[src/rtt_trk_pkg.sv]
// Package for the sender RTT/RTO sequence tracker.
// Holds the request and event codes, reset values and the queue item type.
// No dependencies.
`default_nettype none

package rtt_trk_pkg;

   // Request type codes on req_type.
   localparam logic [1:0] OP_TICK     = 2'd0;
   localparam logic [1:0] OP_SEND     = 2'd1;
   localparam logic [1:0] OP_FEEDBACK = 2'd2;
   localparam logic [1:0] OP_NONE     = 2'd3;

   // Event codes on rsp_event_kind.
   localparam logic [2:0] EV_SENT       = 3'd0;
   localparam logic [2:0] EV_NORMAL_FB  = 3'd1;
   localparam logic [2:0] EV_RESET_FB   = 3'd2;
   localparam logic [2:0] EV_IGNORED_FB = 3'd3;
   localparam logic [2:0] EV_TIMEOUT    = 3'd4;
   localparam logic [2:0] EV_QUIET      = 3'd5;

   // Configuration register index of the RTT floor. The initial value registers
   // need no storage: reset restores them to their defaults before they load.
   localparam logic [1:0] CSR_RTT_FLOOR = 2'd0;

   // Reset values.
   localparam logic [23:0] RTT_FLOOR_RESET   = 24'd10000;
   localparam logic [23:0] INITIAL_RTT_US    = 24'd10000;
   localparam logic [23:0] INITIAL_RTO_US    = 24'd2000000;
   localparam logic [23:0] INITIAL_RTTVAR_US = 24'd0;

   // Division by 1000 through a reciprocal: exact for gaps below 2^26 us.
   localparam logic [26:0] RECIP_1000      = 27'd68719477;
   localparam logic [31:0] INTERVAL_SAT_US = 32'd65536000;
   localparam logic [15:0] INTERVAL_MAX_MS = 16'hFFFF;
   localparam logic [23:0] SAT24           = 24'hFFFFFF;

   // One classified request as it travels from the front end to the back end.
   typedef struct packed {
      logic [1:0]  op;
      logic [31:0] clock_us;
      logic [23:0] gap_us;
      logic [15:0] interval_ms;
      logic [1:0]  msg_seq;
      logic        arm;
      logic        fb_seq_bit;
      logic [7:0]  fb_msg_seq;
      logic        fb_reset_bit;
      logic [22:0] fb_latency_us;
   } item_type;

   // Queue status seen by the front and back ends.
   typedef struct packed {
      logic full;
      logic empty;
   } q_status_type;

endpackage

`default_nettype wire

[src/rtt_trk_queue.sv]
// Short request queue between the front and back ends of the tracker.
// Depends on rtt_trk_pkg.
`default_nettype none

module rtt_trk_queue #(
   parameter int DEPTH = 4
) (
   input  wire logic                    clock,
   input  wire logic                    reset,
   input  wire logic                    push,
   input  wire rtt_trk_pkg::item_type   push_item,
   input  wire logic                    pop,
   output rtt_trk_pkg::item_type        head_item,
   output rtt_trk_pkg::q_status_type    q_status
);
   import rtt_trk_pkg::*;

   localparam int PTR_W = (DEPTH > 1) ? $clog2(DEPTH) : 1;
   localparam int CNT_W = $clog2(DEPTH + 1);

   item_type         slots_ff [DEPTH];
   logic [PTR_W-1:0] wr_ptr_ff, wr_ptr_in;
   logic [PTR_W-1:0] rd_ptr_ff, rd_ptr_in;
   logic [CNT_W-1:0] count_ff, count_in;

   assign head_item      = slots_ff[rd_ptr_ff];
   assign q_status.full  = (count_ff == CNT_W'(DEPTH));
   assign q_status.empty = (count_ff == '0);

   // Pointer and fill count update.
   always_comb begin
      wr_ptr_in = wr_ptr_ff;
      rd_ptr_in = rd_ptr_ff;
      count_in  = count_ff;
      if (push) begin
         wr_ptr_in = (wr_ptr_ff == PTR_W'(DEPTH - 1)) ? '0 : wr_ptr_ff + 1'b1;
      end
      if (pop) begin
         rd_ptr_in = (rd_ptr_ff == PTR_W'(DEPTH - 1)) ? '0 : rd_ptr_ff + 1'b1;
      end
      if (push && !pop) begin
         count_in = count_ff + 1'b1;
      end else if (pop && !push) begin
         count_in = count_ff - 1'b1;
      end
   end

   always_ff @(posedge clock) begin
      if (reset) begin
         wr_ptr_ff <= '0;
         rd_ptr_ff <= '0;
         count_ff  <= '0;
      end else begin
         wr_ptr_ff <= wr_ptr_in;
         rd_ptr_ff <= rd_ptr_in;
         count_ff  <= count_in;
      end
   end

   // Item storage needs no reset.
   always_ff @(posedge clock) begin
      if (push) begin
         slots_ff[wr_ptr_ff] <= push_item;
      end
   end

endmodule

`default_nettype wire

[config.mk]
export PLATFORM = sky130hd
export DESIGN_NAME = rtt_trk_queue
export DESIGN_NICKNAME = d
export VERILOG_FILES = /design/src/rtt_trk_pkg.sv /design/src/rtt_trk_queue.sv
export SDC_FILE = /design/constraint.sdc
export NUM_CORES = 1
export LEC_CHECK = 0
export ABC_AREA = 0
export BUFFER_PORTS_ARGS = -buffer_cell sky130_fd_sc_hd__buf_2
export CAP_MARGIN = 20
export CORE_ASPECT_RATIO = 0.5
export CORE_MARGIN = 2
export CORE_UTILIZATION = 45
export CTS_BUF_LIST = sky130_fd_sc_hd__clkbuf_16
export DETAILED_ROUTE_END_ITERATION = 10
export PLACE_DENSITY_LB_ADDON = 0.1
export SETUP_SLACK_MARGIN = 0.4
export SYNTH_ARGS = -nofsm -noshare
export SYNTH_HDL_FRONTEND = slang
export SYNTH_SLANG_ARGS = --single-unit
[constraint.sdc]
create_clock -name clock -period 4.1 [get_ports clock]
set_input_delay 0.41 -clock clock [delete_from_list [all_inputs] [get_ports clock]]
set_output_delay 0.41 -clock clock [all_outputs]
set_load 0.03 [all_outputs]
==> results.toml <==
[critical_path]
cp.required_ps = 3690
critPathArrivalTime_ps = 2300
crit_path_end_kind = "output port"
cp_max_fo = 44
critPathKind = "flip-flop to output port"
crit_path_start_kind = "flip-flop"
r2r.worst_path.cells = 4

[worst_hold_path]
hp-class = "primary input to flip-flop"
min_path_cells = 1

[run_status]
status = "completed"

[job]
maxCapViolCount = 0

[floorplanning]
num_io_pins = 226
start_util = 0.456
coreArea_um2 = 35800
die_w_um = 273
chipHeight_um = 139
die_area_um2 = 37900
rows = 49

[route]
ant_nets = 0
viasPerCell = 5.15
wirelength_mm = 30.3
route.detailed.drc = 0
drtPass1Iterations = 4
drt-initial-drc-count = 474
dr_total_vias = 7124
wire_per_inst_um = 21.9

[timing]
worst_pin_slew_ps = 736
fin_crit_ps = 2710
setup_viol = 0
slew_viol_final = 0
relSlewSlack = 0.509
post-route-period-util = 0.660
skew_ps = 15.6
rsz0062_at_grt = "false"
hold_slack_ps = 86.3
fin_setup_tns_ps = 0
max_freq_mhz = 370
final_hold_viol_count = 0

[clocking]
clk_pin_slew_ps = 60
cts_tree = "yes"
clk_latency_ps = 540
post_cts_resized = 0
clkSinkCount = 449
post_cts_buffers = 0
cts.hold.buffers_added = 0
cts_max_level = 2
cts_buffer_depth = 3
cts_root_buffer = "clkbuf_16"
numCtsBuffers = 40

[placed_design]
port_buffers = 225
gp_congestion = 0.674
placed_area_um2 = 18000
place_inst = 1313
dp_hpwl_mm = 17.6

[global_route]
grt_pass1_vias = 7587
grt_usage = 0.163
antenna_found_initial = 0
grt_pass1_wl_mm = 46.2
grt-ovfl-total = 0
grt_max_degree = 75

[synthesis]
yosysTopAreaCell = "edfxtp_1"
syn_avg_cell_area_um2 = 26.4
ys.flop_type = "edfxtp_1"
ys_ff_latch = 449
synth_fp_nets = 739
ys_warn_count = 0
synth_cells = 618
synth_area_leaders = "edfxtp_1, mux4_2, dfxtp_1, buf_6, ha_1"
synth.cell_area_um2 = 16300
synth_edf_count = 440
synthArstFlopShare = 0
synthDistinctLibCells = 18
synth_seq_area_share = 0.821
synth_top_area_share = 0.810

[layout]
postLayoutCoreUtil = 0.536
fill_cells = 2821
fin_area_um2 = 19200
final_cells = 1382
nNetsFinal = 992
n_antenna_cell = 0
area_growth_pct = 17.6
final_layout_size_suffix_gt1_frac = 0.441

[pwr]
leakage_nw = 6.42
ir_drop_uv = 272
power_density_nw_per_um2 = 506
## final cells by class
| cell class | instances | area, um2 | area share |
|---|---|---|---|
| Clock buffer | 41 | 1030 | 0.0535 |
| Multi-Input combinational cell | 141 | 2730 | 0.142 |
| Timing Repair Buffer | 235 | 1290 | 0.0672 |
| Tap cell | 484 | 606 | 0.0316 |
| Sequential cell | 449 | 13400 | 0.699 |
| Clock inverter | 28 | 113 | 0.00587 |
| Inverter | 4 | 15.0 | 0.000783 |
## report_power, final
group | total (mW) | internal [mW] | switching, mW | leakage, nW
Sequential | 5.32 | 5.26 | 0.0619 | 4.12
Clock | 3.32 | 1.80 | 1.53 | 0.604
Combinational | 1.05 | 0.379 | 0.674 | 1.70
## metal layers
layer	GRT usage	vias to the layer above	share of wire
li1	-	3168	-
met1	0.212	3803	0.41
met2	0.283	114	0.53
met3	0.0332	39	0.039
met4	0.0420	0	0.016
met5	0	-	0
## cells in the final DEF (no fill, tap or decap), drive strengths merged
cell	n
a21oi	2
and2	4
buf	235
clkbuf	41
clkinv	14
clkinvlp	1
dfxtp	9
edfxtp	440
fa	1
ha	6
inv	17
mux2i	4
mux4	110
nor2	7
nor3	1
nor3b	2
o21ai	1
or3	1
xor2	2
## final timing paths
kind / to / from / slack [ps]
worst min-delay path: slots_ff[2][45] / push_item[45] / 90
worst max-delay path: head_item[52] / flip-flop / 1390
worst max register to register: slots_ff[0][5] / wr_ptr_ff[0] / 2000
worst min register to register: count_ff[2] / count_ff[2] / 510
## registers in the layout, indices dropped and copies added, names as in the netlist, named ones only
signal	cells
rd_ptr_ff	2
slots_ff	440
count_ff	3
wr_ptr_ff	2
## Yosys cell counts, drive strengths merged, types with 2 or more instances
cell / instances
edfxtp: 440
mux4: 110
buf: 22
dfxtp: 9
nor2: 7
ha: 6
and2: 4
inv: 4
mux2i: 4
a21oi: 2
clkbuf: 2
nor3b: 2
xor2: 2
## worst max-delay path, stage by stage, from the launching register on
cell and delay, ps:
dfxtp_4 570, buf_12 360, mux4_2 570, buf_2 190
## through the flow
step	setup WS, ps	total power, mW
floorplan	539	6.14
global placement	1870	6.48
detailed placement	1870	6.50
CTS	1290	9.86
global route	1220	10.1
finish	1390	9.70
## kinds of logic (layout without fill, tap and decap cells)
family | Yosys count | in the layout | synth area share
DFF | 449 | 449 | 0.821
and+or+nand+nor | 15 | 15 | 0.00475
muxes | 114 | 114 | 0.154
buffers and inverters | 28 | 308 | 0.0123
xor gates and xnor gates | 2 | 2 | 0.00107
adders and majority gates | 7 | 7 | 0.00583
AOI/OAI and AO/OA | 3 | 3 | 0.000920
Note: power is estimated with default switching activity, not from simulation.
