--- src/rtt_trk_pkg.sv ---
// Package for the sender RTT/RTO sequence tracker.
// Holds the request and event codes, reset values and the queue item type.
// No dependencies.
`default_nettype none

package rtt_trk_pkg;

   // Request type codes on req_type.
   localparam logic [1:0] OP_TICK     = 2'd0;
   localparam logic [1:0] OP_SEND     = 2'd1;
   localparam logic [1:0] OP_FEEDBACK = 2'd2;
   localparam logic [1:0] OP_NONE     = 2'd3;

   // Event codes on rsp_event_kind.
   localparam logic [2:0] EV_SENT       = 3'd0;
   localparam logic [2:0] EV_NORMAL_FB  = 3'd1;
   localparam logic [2:0] EV_RESET_FB   = 3'd2;
   localparam logic [2:0] EV_IGNORED_FB = 3'd3;
   localparam logic [2:0] EV_TIMEOUT    = 3'd4;
   localparam logic [2:0] EV_QUIET      = 3'd5;

   // Configuration register index of the RTT floor. The initial value registers
   // need no storage: reset restores them to their defaults before they load.
   localparam logic [1:0] CSR_RTT_FLOOR = 2'd0;

   // Reset values.
   localparam logic [23:0] RTT_FLOOR_RESET   = 24'd10000;
   localparam logic [23:0] INITIAL_RTT_US    = 24'd10000;
   localparam logic [23:0] INITIAL_RTO_US    = 24'd2000000;
   localparam logic [23:0] INITIAL_RTTVAR_US = 24'd0;

   // Division by 1000 through a reciprocal: exact for gaps below 2^26 us.
   localparam logic [26:0] RECIP_1000      = 27'd68719477;
   localparam logic [31:0] INTERVAL_SAT_US = 32'd65536000;
   localparam logic [15:0] INTERVAL_MAX_MS = 16'hFFFF;
   localparam logic [23:0] SAT24           = 24'hFFFFFF;

   // One classified request as it travels from the front end to the back end.
   typedef struct packed {
      logic [1:0]  op;
      logic [31:0] clock_us;
      logic [23:0] gap_us;
      logic [15:0] interval_ms;
      logic [1:0]  msg_seq;
      logic        arm;
      logic        fb_seq_bit;
      logic [7:0]  fb_msg_seq;
      logic        fb_reset_bit;
      logic [22:0] fb_latency_us;
   } item_type;

   // Queue status seen by the front and back ends.
   typedef struct packed {
      logic full;
      logic empty;
   } q_status_type;

endpackage

`default_nettype wire

--- src/rtt_trk_front.sv ---
// Front end of the tracker: accepts requests, keeps the microsecond clock,
// the last send time and the message counter, and builds queue items.
// Depends on rtt_trk_pkg.
`default_nettype none

module rtt_trk_front (
   input  wire logic                   clock,
   input  wire logic                   reset,
   input  wire logic                   req_valid,
   output logic                        req_ready,
   input  wire logic [1:0]             req_type,
   input  wire logic [15:0]            req_elapsed_us,
   input  wire logic                   req_fb_seq_bit,
   input  wire logic [7:0]             req_fb_msg_seq,
   input  wire logic                   req_fb_reset_bit,
   input  wire logic [22:0]            req_fb_latency_us,
   input  wire rtt_trk_pkg::q_status_type q_status,
   output logic                        push,
   output rtt_trk_pkg::item_type       push_item
);
   import rtt_trk_pkg::*;

   logic [31:0] clock_ff, clock_in;
   logic [31:0] last_send_ff, last_send_in;
   logic [1:0]  msg_ctr_ff, msg_ctr_in;

   logic [31:0] gap32;
   logic [52:0] ms_prod;
   logic [15:0] interval_ms;
   logic        accept;

   assign req_ready = !q_status.full;
   assign accept    = req_valid && !q_status.full;
   assign push      = accept;

   // Gap since the last send, and its value in milliseconds via the reciprocal.
   assign gap32   = clock_ff - last_send_ff;
   assign ms_prod = {27'b0, gap32[25:0]} * {26'b0, RECIP_1000};
   assign interval_ms = (gap32 >= INTERVAL_SAT_US) ? INTERVAL_MAX_MS : ms_prod[51:36];

   // Timekeeping and message numbering follow the request types alone.
   always_comb begin
      clock_in     = clock_ff;
      last_send_in = last_send_ff;
      msg_ctr_in   = msg_ctr_ff;
      if (accept) begin
         case (req_type)
            OP_TICK: begin
               clock_in = clock_ff + {16'b0, req_elapsed_us};
            end
            OP_SEND: begin
               last_send_in = clock_ff;
               msg_ctr_in   = (msg_ctr_ff >= 2'd2) ? 2'd0 : msg_ctr_ff + 2'd1;
            end
            default: begin
               clock_in = clock_ff;
            end
         endcase
      end
   end

   // Item handed to the queue.
   always_comb begin
      push_item.op            = req_type;
      push_item.clock_us      = clock_in;
      push_item.gap_us        = (gap32[31:24] != 8'd0) ? SAT24 : gap32[23:0];
      push_item.interval_ms   = interval_ms;
      push_item.msg_seq       = msg_ctr_ff;
      push_item.arm           = (msg_ctr_ff >= 2'd2);
      push_item.fb_seq_bit    = req_fb_seq_bit;
      push_item.fb_msg_seq    = req_fb_msg_seq;
      push_item.fb_reset_bit  = req_fb_reset_bit;
      push_item.fb_latency_us = req_fb_latency_us;
   end

   always_ff @(posedge clock) begin
      if (reset) begin
         clock_ff     <= 32'd0;
         last_send_ff <= 32'd0;
         msg_ctr_ff   <= 2'd0;
      end else begin
         clock_ff     <= clock_in;
         last_send_ff <= last_send_in;
         msg_ctr_ff   <= msg_ctr_in;
      end
   end

endmodule

`default_nettype wire

--- config.mk ---
export PLATFORM = sky130hd
export DESIGN_NAME = rtt_trk_front
export DESIGN_NICKNAME = d
export VERILOG_FILES = /design/src/rtt_trk_pkg.sv /design/src/rtt_trk_front.sv
export SDC_FILE = /design/constraint.sdc
export NUM_CORES = 1
export LEC_CHECK = 0
export ABC_AREA = 1
export BUFFER_PORTS_ARGS = -buffer_cell sky130_fd_sc_hd__buf_2
export CAP_MARGIN = 0
export CORE_MARGIN = 10
export CORE_UTILIZATION = 35
export DETAILED_ROUTE_END_ITERATION = 10
export GPL_ROUTABILITY_DRIVEN = 1
export GPL_TIMING_DRIVEN = 0
export PLACE_DENSITY_LB_ADDON = 0.2
export SLEW_MARGIN = 5
export SYNTH_ARGS = -nofsm -noshare
export SYNTH_HDL_FRONTEND = slang
export SYNTH_SLANG_ARGS = --single-unit
--- constraint.sdc ---
create_clock -name clock -period 12.2 [get_ports clock]
set_clock_uncertainty 0.2 [all_clocks]
set_input_delay 1.83 -clock clock [delete_from_list [all_inputs] [get_ports clock]]
set_output_delay 1.83 -clock clock [all_outputs]
set_load 0.02 [all_outputs]
==> impl_metrics.env <==
export IMPL_worst_slew_pin_transition_ns=1.27
export IMPL_timing_fmax_mhz=90.9
export IMPL_vias_in_the_first_global_route=16368
export IMPL_dpl_cell_area_um2=19500
export IMPL_drt_first_iter_violations=804
export IMPL_cp_arrival_ns=8.97
export IMPL_postSynthNetCount=3056
export IMPL_grt_start_max_net_pins=13
export IMPL_drt_vias_per_instance=4.82
export IMPL_element_type_at_the_critical_path_end="primary output"
export IMPL_start_util_pct=35.5
export IMPL_yosys_area_share_simple_pct=20.4
export IMPL_core_um2=50400
export IMPL_crit_path_start_kind="flop"
export IMPL_largest_family_of_logic_cells_by_synthesized_area="adder cells"
export IMPL_critical_path_class="flop to primary output"
export IMPL_dp_hpwl_um=51600
export IMPL_synth_cell_types=47
export IMPL_synth_cell_area_um2=17900
export IMPL_postLayoutCoreUtil_pct=39.3
export IMPL_crit_path_start="clock_ff[0]$_SDFF_PP0_"
export IMPL_final_min_clock_period_ns=11.00
export IMPL_cpMostUsedCell="sky130_fd_sc_hd__inv_1"
export IMPL_syn_to_final_growth_pct=10.5
export IMPL_rows=82
export IMPL_syn_mean_instance_area_um2=7.26
export IMPL_floorplan_io_pins=168
export IMPL_ctsHtreeMaxLevel=3
export IMPL_grt_ovfl_total=0
export IMPL_synth_edff_count=0
export IMPL_hold_class="flop to flop"
export IMPL_clkSinkCount=66
export IMPL_setup_violations=0
export IMPL_aggregate_negative_setup_slack_ns=0
export IMPL_total_clock_buffers_created_by_cts=9
export IMPL_cap_viol_max_count=0
export IMPL_synthCells=2465
export IMPL_largest_incremental_delay_on_the_critical_path_ns=0.63
export IMPL_post_cts_resized=0
export IMPL_gpl_final_weighted_congestion=0.974
export IMPL_cts_hold_buffers_added=0
export IMPL_relSlewSlack_pct=14.9
export IMPL_tritoncts="yes"
export IMPL_post_cts_setup_buffers=0
export IMPL_status="finished, final reports clean"
export IMPL_num_antenna_cells=0
export IMPL_cts_clk_slew_worst_paths_ns=0.06
export IMPL_global_router_s_overall_resource_usage_pct=18.7
export IMPL_min_delay_start="last_send_ff[22]$_SDFFE_PP0P_"
export IMPL_synth_area_in_adders_pct=46.3
export IMPL_detail_route_antenna_nets=0
export IMPL_synth_ff_latch_count=66
export IMPL_final_setup_worst_slack_ns=1.20
export IMPL_worst_ep_required_time_ns=10.17
export IMPL_fp_dieW_um=246
export IMPL_io_buffers=132
export IMPL_cts_root_to_sink_buffers=2
export IMPL_pre_cts_slack_ns=1.47
export IMPL_stdcell_area_um2=19800
export IMPL_timing_reg2reg_setup_slack_ns=9.10
export IMPL_routed_wl_um=57300
export IMPL_dr_total_vias=15848
export IMPL_root_buffer="sky130_fd_sc_hd__clkbuf_16"
export IMPL_antenna_violations_before_repair=0
export IMPL_synthArstFlopShare_pct=0
export IMPL_n_fill_cell=5365
export IMPL_synth_compound_area_share_pct=9.58
export IMPL_xor_xnor_share_of_the_synthesized_area_pct=1.47
export IMPL_synth_mux_area_share_pct=0
export IMPL_ys_seq_area_share_pct=7.38
export IMPL_rsz0062_at_grt="no"
export IMPL_crit_path_max_fanout=7
export IMPL_layout_worst_path_cycle_share_pct=90.1
export IMPL_firstDrtPassIters=5
export IMPL_synthesis_yosys_warnings=0
export IMPL_clock_insertion_delay_worst_skew_ns=0.34
export IMPL_regToRegStartpoint="clock_ff[1]$_SDFF_PP0_"
export IMPL_wire_per_inst_um=17.4
export IMPL_synth_flop_cell="sky130_fd_sc_hd__dfxtp_1"
export IMPL_post_route_drc_count=0
export IMPL_num_nets_final=3203
export IMPL_crit_path_top_delay_cell="sky130_fd_sc_hd__xnor2_1"
export IMPL_drv_slew=0
export IMPL_die_footprint_um2=60600
export IMPL_die_height_um=246
export IMPL_layout_drive_gt1_share_pct=9.40
export IMPL_grt_first_pass_wirelength_um=89400
export IMPL_final_hold_vio_count=0
-- metrics by stage --
stage | instances | hold WS [ns]
2_1_floorplan | 2465 | 0.233
3_3_place_gp | 3269 | 0.241
3_5_place_dp | 3273 | 0.250
4_1_cts | 3289 | 0.258
5_1_grt | 3289 | 0.273
6_report | 3289 | 0.256
-- cells in the final DEF, fill, tap and decap left out, drive strengths merged, types with 5 or more instances in the layout --
cell type / instances
nand3: 111
or2: 12
nand2: 492
o21ai: 99
fa: 213
dfxtp: 66
ha: 322
nand3b: 9
nor4: 9
nor2: 169
a21oi: 162
xor2: 20
buf: 180
o21bai: 21
xnor2: 10
a21o: 13
a21boi: 6
inv: 602
clkbuf: 27
clkinv: 5
nand4: 20
nor3: 32
-- logic make-up after synthesis --
group                    after synthesis
XOR/XNOR                              30
flip-flops                            66
AO/OA/AOI/OAI                        314
adder cells (fa/ha/maj)              535
buffers and inverters                663
AND/OR/NAND/NOR                      857
-- Yosys cell counts (2+ instances only) --
cell                         n  area, um2
sky130_fd_sc_hd__buf_1       2       7.51
sky130_fd_sc_hd__xnor2_1    10       87.6
sky130_fd_sc_hd__a31o_2      3       26.3
sky130_fd_sc_hd__nor2_1    163        612
sky130_fd_sc_hd__o21a_1      2       15.0
sky130_fd_sc_hd__a21oi_1   160        801
sky130_fd_sc_hd__buf_4      36        270
sky130_fd_sc_hd__inv_2       3       11.3
sky130_fd_sc_hd__nand2_1   478       1790
sky130_fd_sc_hd__nor2_2      4       25.0
sky130_fd_sc_hd__buf_6       5       56.3
sky130_fd_sc_hd__clkbuf_1   16       60.1
sky130_fd_sc_hd__nand2_2    12       75.1
sky130_fd_sc_hd__nand4_1    20        125
sky130_fd_sc_hd__a21oi_2     2       17.5
sky130_fd_sc_hd__o21bai_1   21        158
sky130_fd_sc_hd__a21boi_0    4       30.0
sky130_fd_sc_hd__inv_1     599       2250
sky130_fd_sc_hd__o21ai_0    97        485
sky130_fd_sc_hd__a21o_1     13       97.6
sky130_fd_sc_hd__nand2_4     2       22.5
sky130_fd_sc_hd__o21ai_1     2       10.0
sky130_fd_sc_hd__nor4_1      9       56.3
sky130_fd_sc_hd__or2_2      11       68.8
sky130_fd_sc_hd__xor2_1     20        175
sky130_fd_sc_hd__nand3_2     4       40.0
sky130_fd_sc_hd__nor3_1     30        150
sky130_fd_sc_hd__nor2_4      2       22.5
sky130_fd_sc_hd__nand3_1   107        536
sky130_fd_sc_hd__ha_1      322       4030
sky130_fd_sc_hd__fa_1      213       4260
sky130_fd_sc_hd__a31oi_1     4       25.0
sky130_fd_sc_hd__nand3b_1    9       67.6
sky130_fd_sc_hd__and2_1      2       12.5
sky130_fd_sc_hd__dfxtp_1    66       1320
-- metal layers --
layer,routed length [um],GRT usage [%]
met5,0,0
met4,1790,6.15
met3,2700,2.96
met2,28200,33.1
met1,24600,22.7
-- critical path, delay by kind of cell, from the launching register on --
family / cells / cell delay (ns)
buffers and inverters: 11 / 1.21
XOR/XNOR: 2 / 0.80
AND/OR/NAND/NOR: 15 / 1.76
adder cells (fa/ha/maj): 10 / 4.54
flip-flops: 1 / 0.32
-- registers in the layout (all words and copies together) (netlist names) --
signal        count
msg_ctr_ff        2
clock_ff         32
last_send_ff     32
-- layout make-up --
class	count	area (um2)	area share, %
tap	672	841	4.25
clock inverter	5	31.3	0.158
clock buffer	11	233	1.18
multi-input combinational	1736	14000	70.6
buffer	60	399	2.02
sequential	66	1320	6.68
timing repair buffer	136	721	3.64
inverter	603	2260	11.4
-- worst paths after layout --
kind | end | cells past startpoint
hold / removal | last_send_ff[22]$_SDFFE_PP0P_ | 2
hold reg to reg | last_send_ff[22]$_SDFFE_PP0P_ | 2
setup / recovery | push_item[40] | 38
setup reg to reg | clock_ff[30]$_SDFF_PP0_ | 11
Power is not shown: default switching activity piles up to over one toggle a cycle in this logic, so the estimate is an artifact.
