### src/rtt_trk_pkg.sv
// Package for the sender RTT/RTO sequence tracker.
// Holds the request and event codes, reset values and the queue item type.
// No dependencies.
`default_nettype none

package rtt_trk_pkg;

   // Request type codes on req_type.
   localparam logic [1:0] OP_TICK     = 2'd0;
   localparam logic [1:0] OP_SEND     = 2'd1;
   localparam logic [1:0] OP_FEEDBACK = 2'd2;
   localparam logic [1:0] OP_NONE     = 2'd3;

   // Event codes on rsp_event_kind.
   localparam logic [2:0] EV_SENT       = 3'd0;
   localparam logic [2:0] EV_NORMAL_FB  = 3'd1;
   localparam logic [2:0] EV_RESET_FB   = 3'd2;
   localparam logic [2:0] EV_IGNORED_FB = 3'd3;
   localparam logic [2:0] EV_TIMEOUT    = 3'd4;
   localparam logic [2:0] EV_QUIET      = 3'd5;

   // Configuration register index of the RTT floor. The initial value registers
   // need no storage: reset restores them to their defaults before they load.
   localparam logic [1:0] CSR_RTT_FLOOR = 2'd0;

   // Reset values.
   localparam logic [23:0] RTT_FLOOR_RESET   = 24'd10000;
   localparam logic [23:0] INITIAL_RTT_US    = 24'd10000;
   localparam logic [23:0] INITIAL_RTO_US    = 24'd2000000;
   localparam logic [23:0] INITIAL_RTTVAR_US = 24'd0;

   // Division by 1000 through a reciprocal: exact for gaps below 2^26 us.
   localparam logic [26:0] RECIP_1000      = 27'd68719477;
   localparam logic [31:0] INTERVAL_SAT_US = 32'd65536000;
   localparam logic [15:0] INTERVAL_MAX_MS = 16'hFFFF;
   localparam logic [23:0] SAT24           = 24'hFFFFFF;

   // One classified request as it travels from the front end to the back end.
   typedef struct packed {
      logic [1:0]  op;
      logic [31:0] clock_us;
      logic [23:0] gap_us;
      logic [15:0] interval_ms;
      logic [1:0]  msg_seq;
      logic        arm;
      logic        fb_seq_bit;
      logic [7:0]  fb_msg_seq;
      logic        fb_reset_bit;
      logic [22:0] fb_latency_us;
   } item_type;

   // Queue status seen by the front and back ends.
   typedef struct packed {
      logic full;
      logic empty;
   } q_status_type;

endpackage

`default_nettype wire

### src/rtt_trk_back.sv
// Back end of the tracker: holds the RTT, variance, RTO, sequence bit and
// reset timer, carries out queued requests and drives the response register.
// Depends on rtt_trk_pkg.
`default_nettype none

module rtt_trk_back (
   input  wire logic                      clock,
   input  wire logic                      reset,
   input  wire logic [23:0]               rtt_floor,
   input  wire rtt_trk_pkg::item_type     head_item,
   input  wire rtt_trk_pkg::q_status_type q_status,
   output logic                           pop,
   output logic                           rsp_valid,
   input  wire logic                      rsp_ready,
   output logic [2:0]                     rsp_event_kind,
   output logic                           rsp_hdr_seq_bit,
   output logic [1:0]                     rsp_hdr_msg_seq,
   output logic [15:0]                    rsp_hdr_interval_ms,
   output logic [23:0]                    rsp_next_send_delay_us,
   output logic [23:0]                    rsp_rtt_now_us,
   output logic [23:0]                    rsp_rto_now_us
);
   import rtt_trk_pkg::*;

   typedef enum logic [2:0] {
      ST_EXEC = 3'b001,
      ST_VAR  = 3'b010,
      ST_RTO  = 3'b100
   } back_state_type;

   back_state_type state_ff, state_in;

   // Estimator state.
   logic [23:0] rtt_est_ff, rtt_est_in;
   logic [23:0] rtt_var_ff, rtt_var_in;
   logic [23:0] rto_est_ff, rto_est_in;
   logic        seq_flag_ff, seq_flag_in;
   logic        armed_ff, armed_in;
   logic [31:0] deadline_ff, deadline_in;
   logic [7:0]  acked_ff, acked_in;

   // Values carried between the steps of an estimator update.
   logic [2:0]  pend_kind_ff, pend_kind_in;
   logic [23:0] sample_ff, sample_in;
   logic [23:0] rtt_step_ff, rtt_step_in;

   // Response register.
   logic        rsp_valid_ff, rsp_valid_in;
   logic [2:0]  ev_kind_ff, ev_kind_in;
   logic        hdr_seq_ff, hdr_seq_in;
   logic [1:0]  hdr_msg_ff, hdr_msg_in;
   logic [15:0] hdr_int_ff, hdr_int_in;
   logic [23:0] delay_ff, delay_in;
   logic [23:0] rtt_now_ff, rtt_now_in;
   logic [23:0] rto_now_ff, rto_now_in;

   logic        out_free;
   logic        emit;
   logic [23:0] rtt_rd;
   logic [23:0] rto_rd;
   logic [31:0] since_deadline;
   logic        expire;
   logic        fb_match;
   logic        long_op;
   logic [24:0] feed;
   logic [23:0] feed_sat;
   logic [23:0] fb_sample;
   logic [25:0] smooth_sum;
   logic [23:0] rtt_clamped;
   logic [23:0] diff;
   logic [26:0] var_sum;
   logic [26:0] rto_sum;

   assign out_free = !rsp_valid_ff || rsp_ready;

   // Clamped RTT read, and the clamped RTO used when the timer expires.
   assign rtt_rd = (rtt_est_ff <= rtt_floor) ? rtt_floor : rtt_est_ff;
   assign rto_rd = (rto_est_ff <= rtt_floor) ? rtt_floor : rto_est_ff;

   // Timer expiry on the clock value after the tick, with wrap-around.
   assign since_deadline = head_item.clock_us - deadline_ff;
   assign expire   = armed_ff && !since_deadline[31];
   assign fb_match = (head_item.fb_seq_bit == seq_flag_ff);
   assign long_op  = ((head_item.op == OP_TICK) && expire) ||
                     ((head_item.op == OP_FEEDBACK) && fb_match);

   // Normal feedback sample and the smoothed RTT.
   assign feed       = {1'b0, rtt_rd} + {1'b0, head_item.fb_latency_us, 1'b0};
   assign feed_sat   = feed[24] ? SAT24 : feed[23:0];
   assign fb_sample  = (feed_sat > head_item.gap_us) ? feed_sat : head_item.gap_us;
   assign smooth_sum = {rtt_rd, 1'b0} + {2'b0, rtt_rd} + {2'b0, fb_sample};

   // Variance step: (7 * var + |rtt - sample|) >> 3.
   assign rtt_clamped = (rtt_step_ff <= rtt_floor) ? rtt_floor : rtt_step_ff;
   assign diff    = (rtt_clamped > sample_ff) ? rtt_clamped - sample_ff
                                              : sample_ff - rtt_clamped;
   assign var_sum = {rtt_var_ff, 3'b0} - {3'b0, rtt_var_ff} + {3'b0, diff};

   // RTO step: (rtt + var + 3 * rto) >> 2, saturated.
   assign rto_sum = {3'b0, rtt_est_ff} + {3'b0, rtt_var_ff} +
                    {2'b0, rto_est_ff, 1'b0} + {3'b0, rto_est_ff};

   always_comb begin
      state_in     = state_ff;
      rtt_est_in   = rtt_est_ff;
      rtt_var_in   = rtt_var_ff;
      rto_est_in   = rto_est_ff;
      seq_flag_in  = seq_flag_ff;
      armed_in     = armed_ff;
      deadline_in  = deadline_ff;
      acked_in     = acked_ff;
      pend_kind_in = pend_kind_ff;
      sample_in    = sample_ff;
      rtt_step_in  = rtt_step_ff;
      ev_kind_in   = ev_kind_ff;
      hdr_seq_in   = hdr_seq_ff;
      hdr_msg_in   = hdr_msg_ff;
      hdr_int_in   = hdr_int_ff;
      delay_in     = delay_ff;
      rtt_now_in   = rtt_now_ff;
      rto_now_in   = rto_now_ff;
      pop          = 1'b0;
      emit         = 1'b0;

      case (state_ff)
         // Take the head request: finish it at once or start an estimator update.
         ST_EXEC: begin
            if (!q_status.empty) begin
               if (long_op) begin
                  pop      = 1'b1;
                  state_in = ST_VAR;
                  if (head_item.op == OP_TICK) begin
                     pend_kind_in = EV_TIMEOUT;
                     armed_in     = 1'b0;
                     seq_flag_in  = !seq_flag_ff;
                     rtt_step_in  = rto_est_ff;
                     sample_in    = rto_rd;
                  end else if (!head_item.fb_reset_bit) begin
                     pend_kind_in = EV_NORMAL_FB;
                     acked_in     = head_item.fb_msg_seq;
                     rtt_step_in  = smooth_sum[25:2];
                     sample_in    = fb_sample;
                  end else begin
                     pend_kind_in = EV_RESET_FB;
                     acked_in     = head_item.fb_msg_seq;
                     armed_in     = 1'b0;
                     seq_flag_in  = !seq_flag_ff;
                     rtt_step_in  = head_item.gap_us;
                     sample_in    = head_item.gap_us;
                  end
               end else if (out_free) begin
                  pop        = 1'b1;
                  emit       = 1'b1;
                  rtt_est_in = rtt_rd;
                  ev_kind_in = EV_QUIET;
                  hdr_seq_in = 1'b0;
                  hdr_msg_in = 2'd0;
                  hdr_int_in = 16'd0;
                  delay_in   = 24'd0;
                  rtt_now_in = rtt_rd;
                  rto_now_in = rto_est_ff;
                  if (head_item.op == OP_SEND) begin
                     ev_kind_in = EV_SENT;
                     hdr_seq_in = seq_flag_ff;
                     hdr_msg_in = head_item.msg_seq;
                     hdr_int_in = head_item.interval_ms;
                     delay_in   = rto_est_ff;
                     if (head_item.arm) begin
                        armed_in    = 1'b1;
                        deadline_in = head_item.clock_us + {8'b0, rto_est_ff};
                     end
                  end else if (head_item.op == OP_FEEDBACK) begin
                     ev_kind_in = EV_IGNORED_FB;
                  end
               end
            end
         end
         // Store the clamped RTT and the new variance.
         ST_VAR: begin
            rtt_est_in = rtt_clamped;
            rtt_var_in = var_sum[26:3];
            state_in   = ST_RTO;
         end
         // New RTO; the result leaves once the response register is free.
         ST_RTO: begin
            if (out_free) begin
               emit       = 1'b1;
               rto_est_in = rto_sum[26] ? SAT24 : rto_sum[25:2];
               ev_kind_in = pend_kind_ff;
               hdr_seq_in = 1'b0;
               hdr_msg_in = 2'd0;
               hdr_int_in = 16'd0;
               delay_in   = 24'd0;
               rtt_now_in = rtt_est_ff;
               rto_now_in = rto_sum[26] ? SAT24 : rto_sum[25:2];
               state_in   = ST_EXEC;
            end
         end
         default: begin
            state_in = ST_EXEC;
         end
      endcase

      rsp_valid_in = emit || (rsp_valid_ff && !rsp_ready);
   end

   // Control and estimator state.
   always_ff @(posedge clock) begin
      if (reset) begin
         state_ff     <= ST_EXEC;
         rsp_valid_ff <= 1'b0;
         rtt_est_ff   <= INITIAL_RTT_US;
         rtt_var_ff   <= INITIAL_RTTVAR_US;
         rto_est_ff   <= INITIAL_RTO_US;
         seq_flag_ff  <= 1'b0;
         armed_ff     <= 1'b0;
         deadline_ff  <= 32'd0;
         acked_ff     <= 8'd0;
      end else begin
         state_ff     <= state_in;
         rsp_valid_ff <= rsp_valid_in;
         rtt_est_ff   <= rtt_est_in;
         rtt_var_ff   <= rtt_var_in;
         rto_est_ff   <= rto_est_in;
         seq_flag_ff  <= seq_flag_in;
         armed_ff     <= armed_in;
         deadline_ff  <= deadline_in;
         acked_ff     <= acked_in;
      end
   end

   // Step values and response payload need no reset.
   always_ff @(posedge clock) begin
      pend_kind_ff <= pend_kind_in;
      sample_ff    <= sample_in;
      rtt_step_ff  <= rtt_step_in;
      ev_kind_ff   <= ev_kind_in;
      hdr_seq_ff   <= hdr_seq_in;
      hdr_msg_ff   <= hdr_msg_in;
      hdr_int_ff   <= hdr_int_in;
      delay_ff     <= delay_in;
      rtt_now_ff   <= rtt_now_in;
      rto_now_ff   <= rto_now_in;
   end

   assign rsp_valid              = rsp_valid_ff;
   assign rsp_event_kind         = ev_kind_ff;
   assign rsp_hdr_seq_bit        = hdr_seq_ff;
   assign rsp_hdr_msg_seq        = hdr_msg_ff;
   assign rsp_hdr_interval_ms    = hdr_int_ff;
   assign rsp_next_send_delay_us = delay_ff;
   assign rsp_rtt_now_us         = rtt_now_ff;
   assign rsp_rto_now_us         = rto_now_ff;

endmodule

`default_nettype wire

### config.mk
export PLATFORM = sky130hd
export DESIGN_NAME = rtt_trk_back
export DESIGN_NICKNAME = d
export VERILOG_FILES = /design/src/rtt_trk_pkg.sv /design/src/rtt_trk_back.sv
export SDC_FILE = /design/constraint.sdc
export NUM_CORES = 1
export LEC_CHECK = 0
export BUFFER_PORTS_ARGS = -buffer_cell sky130_fd_sc_hd__clkbuf_2
export CORE_MARGIN = 2
export CORE_UTILIZATION = 60
export CTS_CLUSTER_DIAMETER = 50
export DETAILED_ROUTE_END_ITERATION = 8
export PLACE_DENSITY = 0.85
export REMOVE_ABC_BUFFERS = 1
export SYNTH_ARGS = -nofsm -noshare
export SYNTH_HDL_FRONTEND = slang
export SYNTH_SLANG_ARGS = --single-unit
### constraint.sdc
create_clock -name clock -period 28.2 [get_ports clock]
set_clock_uncertainty 0.15 [all_clocks]
set_input_delay 5.64 -clock clock [delete_from_list [all_inputs] [get_ports clock]]
set_output_delay 5.64 -clock clock [all_outputs]
set_load 0.005 [all_outputs]
==> metrics <==
Sink Count 255; CTS max path bufs 3; layout cell share with drive strength beyond 1 13.83%; fill count 3,301; number of global-route vias before repair 22,250; crit path kind input pin to flip-flop; slowest CP cell nor4_1; starting density of the core 61.00%; worst setup margin 11,550 ps; Setup Viol. Count Final 0; area post-placement 25,960 um^2; DP Cell Count 3,416; most frequent cells after synthesis ha_1, a21oi_1, nand2_1; drt total wl 77.84 mm; Total GRT Usage 36.80%; Crit. Startpoint rtt_floor[22]; fmax 60.05 MHz; worst r2r src rtt_est_ff[22]$_SDFFE_PP0P_; largest net degree at the start of global routing 66; worst r2r path cells 42; # port buffers 225; Syn. warnings 0; post-cts hold buffer count 0; Setup crit start kind input pin; area of the multi-input gates 16,540 um^2; I/O pin count 235; chip height 205.2 um; count of state elements after synthesis 255; Overflow after GRT 0; post-CTS setup buffer count 0; CTS clk-pin slew, worst paths 60 ps; CTS root buf clkbuf_16; register area 6556 um^2; Post-synth EDFFs 145; VDD IR-drop max 0.00005581 V; area share of the largest cell type after synthesis 17.92%; gpl congestion 0.9915; pre-CTS setup slack 11,100 ps; syn avg cell area 8.863 um^2; Residual DRC 0; Die Wd 205.2 um; unrepaired setup endpoints after global routing false; area grow syn2layout 12.02%; router iterations before antenna repair 5; Post-synth ARST share 0%; Hold Path Class flip-flop to flip-flop; most numerous cell in the Yosys netlist ha_1; detailed placement HPWL 59.33 mm; TritonCTS Buffers 37; Area contributors post-synth edfxtp_1, ha_1, dfxtp_1; Hold Vio Cnt, Final 0; Finished Layout Cells 3,491; Primary FF master, synth edfxtp_1; critical path capture point type flip-flop; setup TNS 0 ps; slowest stage delay, CP 840 ps; Arr. time, crit path 16,790 ps; Netlist Area Pre-Place 24,290 um^2; outcome finished clean; design area 27,210 um^2; Req. time, crit path 28,340 ps; Final #Nets 3,462; post_cts resized 0; Gate Count Post-Synth 2,741; Initial DRC Count 2,050; cell with the most instances on the worst path o21ai_0; Placement Rows 73; Slew Limit Fails 0; Detail Route Antenna Nets 0; later-pin clock latency in the skew report 560 ps; flop2flop setup slack 16,410 ps; via/cell ratio 6.374; capturing point of the worst reg2reg path rtt_step_ff[13]$_DFFE_PP_; sequential share of the synthesized area 26.99%; H-tree levels 2; worst-path fanout max 47; WHS Path Cells 2; Leak 12.16 nW; min cycle time layout 16,650 ps; die area 42,120 um^2; Synth cell types 74; worst slew pin tran 1279 ps; first-pass GRT wire length 119.4 mm; routed len/inst 22.30 um; final worst-path cycle share 59.05%; power density over the cells 68.29 nW/um^2; max-cap viol count 0; vias 22,250; area leader, netlist edfxtp_1; Max transition margin 14.73%; initial antenna violation count 9; Core Area 39,820 um^2; worst setup path endpoint rtt_step_ff[13]$_DFFE_PP_; TritonCTS clock tree built
[critical path, delay by kind of cell]
kind / cells / cell delay [ps]
AO/OA/AOI/OAI: 23 / 5400
XOR/XNOR: 1 / 200
adder cells (fa/ha/maj): 6 / 2330
buffers and inverters: 5 / 890
multiplexers: 3 / 840
AND/OR/NAND/NOR: 6 / 1460
[kinds of logic (layout without fill, tap and decap cells)]
kind of cell	Yosys count	in the layout	synth area share, %
flops	255	255	26.99
other cells	0	9	0
simple gates	708	708	14.03
mux	115	115	5.042
xor+xnor	120	120	4.326
compound gates	828	828	21.31
fa+ha+maj	393	393	23.18
buf+inv	322	538	5.130
[placed cells by master, fill, tap and decap left out, drive strengths merged, types with 19 or more instances in the layout]
cell type    n
xor2        37
nand4       46
a21oi      256
nor2b       44
fa          95
nand3       64
nand2b      40
edfxtp     145
and3        56
a31oi       19
xnor2       83
clkbuf     272
inv        210
o21a        35
o221ai      22
o211ai      29
nor3        35
mux2        56
a21o       120
ha         298
buf         41
nand2      221
a211oi      25
nor2       149
o21ai      210
mux2i       59
dfxtp      110
[state kept, by name (all words and copies together) (netlist names), 2 cells and up]
name / flops
rsp_hdr_msg_seq: 2
pend_kind_ff: 3
state_ff: 3
rsp_rtt_now_us: 24
rtt_step_ff: 24
deadline_ff: 32
rsp_event_kind: 3
rsp_next_send_delay_us: 24
sample_ff: 24
rtt_var_ff: 24
rto_est_ff: 24
rtt_est_ff: 24
rsp_hdr_interval_ms: 16
rsp_rto_now_us: 24
[report_power, final]
group          internal [mW]  total (mW)  leakage, nW  switching, mW
sequential             0.420       0.433         2.26         0.0130
combinational          0.397       0.950         9.30          0.553
clock                  0.289       0.475        0.602          0.185
total                   1.11        1.86         12.2          0.752
[per-stage QoR]
stage	utilization (%)	total power, mW	hold slack, ps
after floorplan	-	1.137	275.8
after global placement	65.18	1.337	289.4
after detailed placement	65.18	1.364	294.5
after CTS	68.28	1.844	300.6
after global routing	68.32	1.976	314.7
final	68.34	1.858	299.9
[per-layer routing]
metal	wire (um)	up-vias	global-route usage, %
met5	14	-	0
met4	4280	2	19.71
met3	6556	229	7.507
met2	35270	1035	58.70
met1	31710	10670	47.07
li1	-	10320	-
[worst min path at each step]
stage / to / slack [ps] / startpoint
4_1_cts: deadline_ff[8]$_SDFFE_PP0P_ / 300 / deadline_ff[8]$_SDFFE_PP0P_
5_1_grt: deadline_ff[8]$_SDFFE_PP0P_ / 310 / deadline_ff[8]$_SDFFE_PP0P_
2_1_floorplan: deadline_ff[10]$_SDFFE_PP0P_ / 280 / deadline_ff[10]$_SDFFE_PP0P_
3_5_place_dp: deadline_ff[8]$_SDFFE_PP0P_ / 290 / deadline_ff[8]$_SDFFE_PP0P_
3_3_place_gp: deadline_ff[19]$_SDFFE_PP0P_ / 290 / deadline_ff[19]$_SDFFE_PP0P_
6_report: deadline_ff[8]$_SDFFE_PP0P_ / 300 / deadline_ff[8]$_SDFFE_PP0P_
[final cells by class]
cell class                 count  area share, %
multi-input combinational   2164          60.77
sequential                   255          24.09
timing repair buffer         266          5.269
clock buffer                  47          3.651
inverter                     206          2.841
tap                          525          2.414
clock inverter                19         0.8782
antenna                        9        0.08276
No activity file was read; power rests on OpenSTA's default activity.
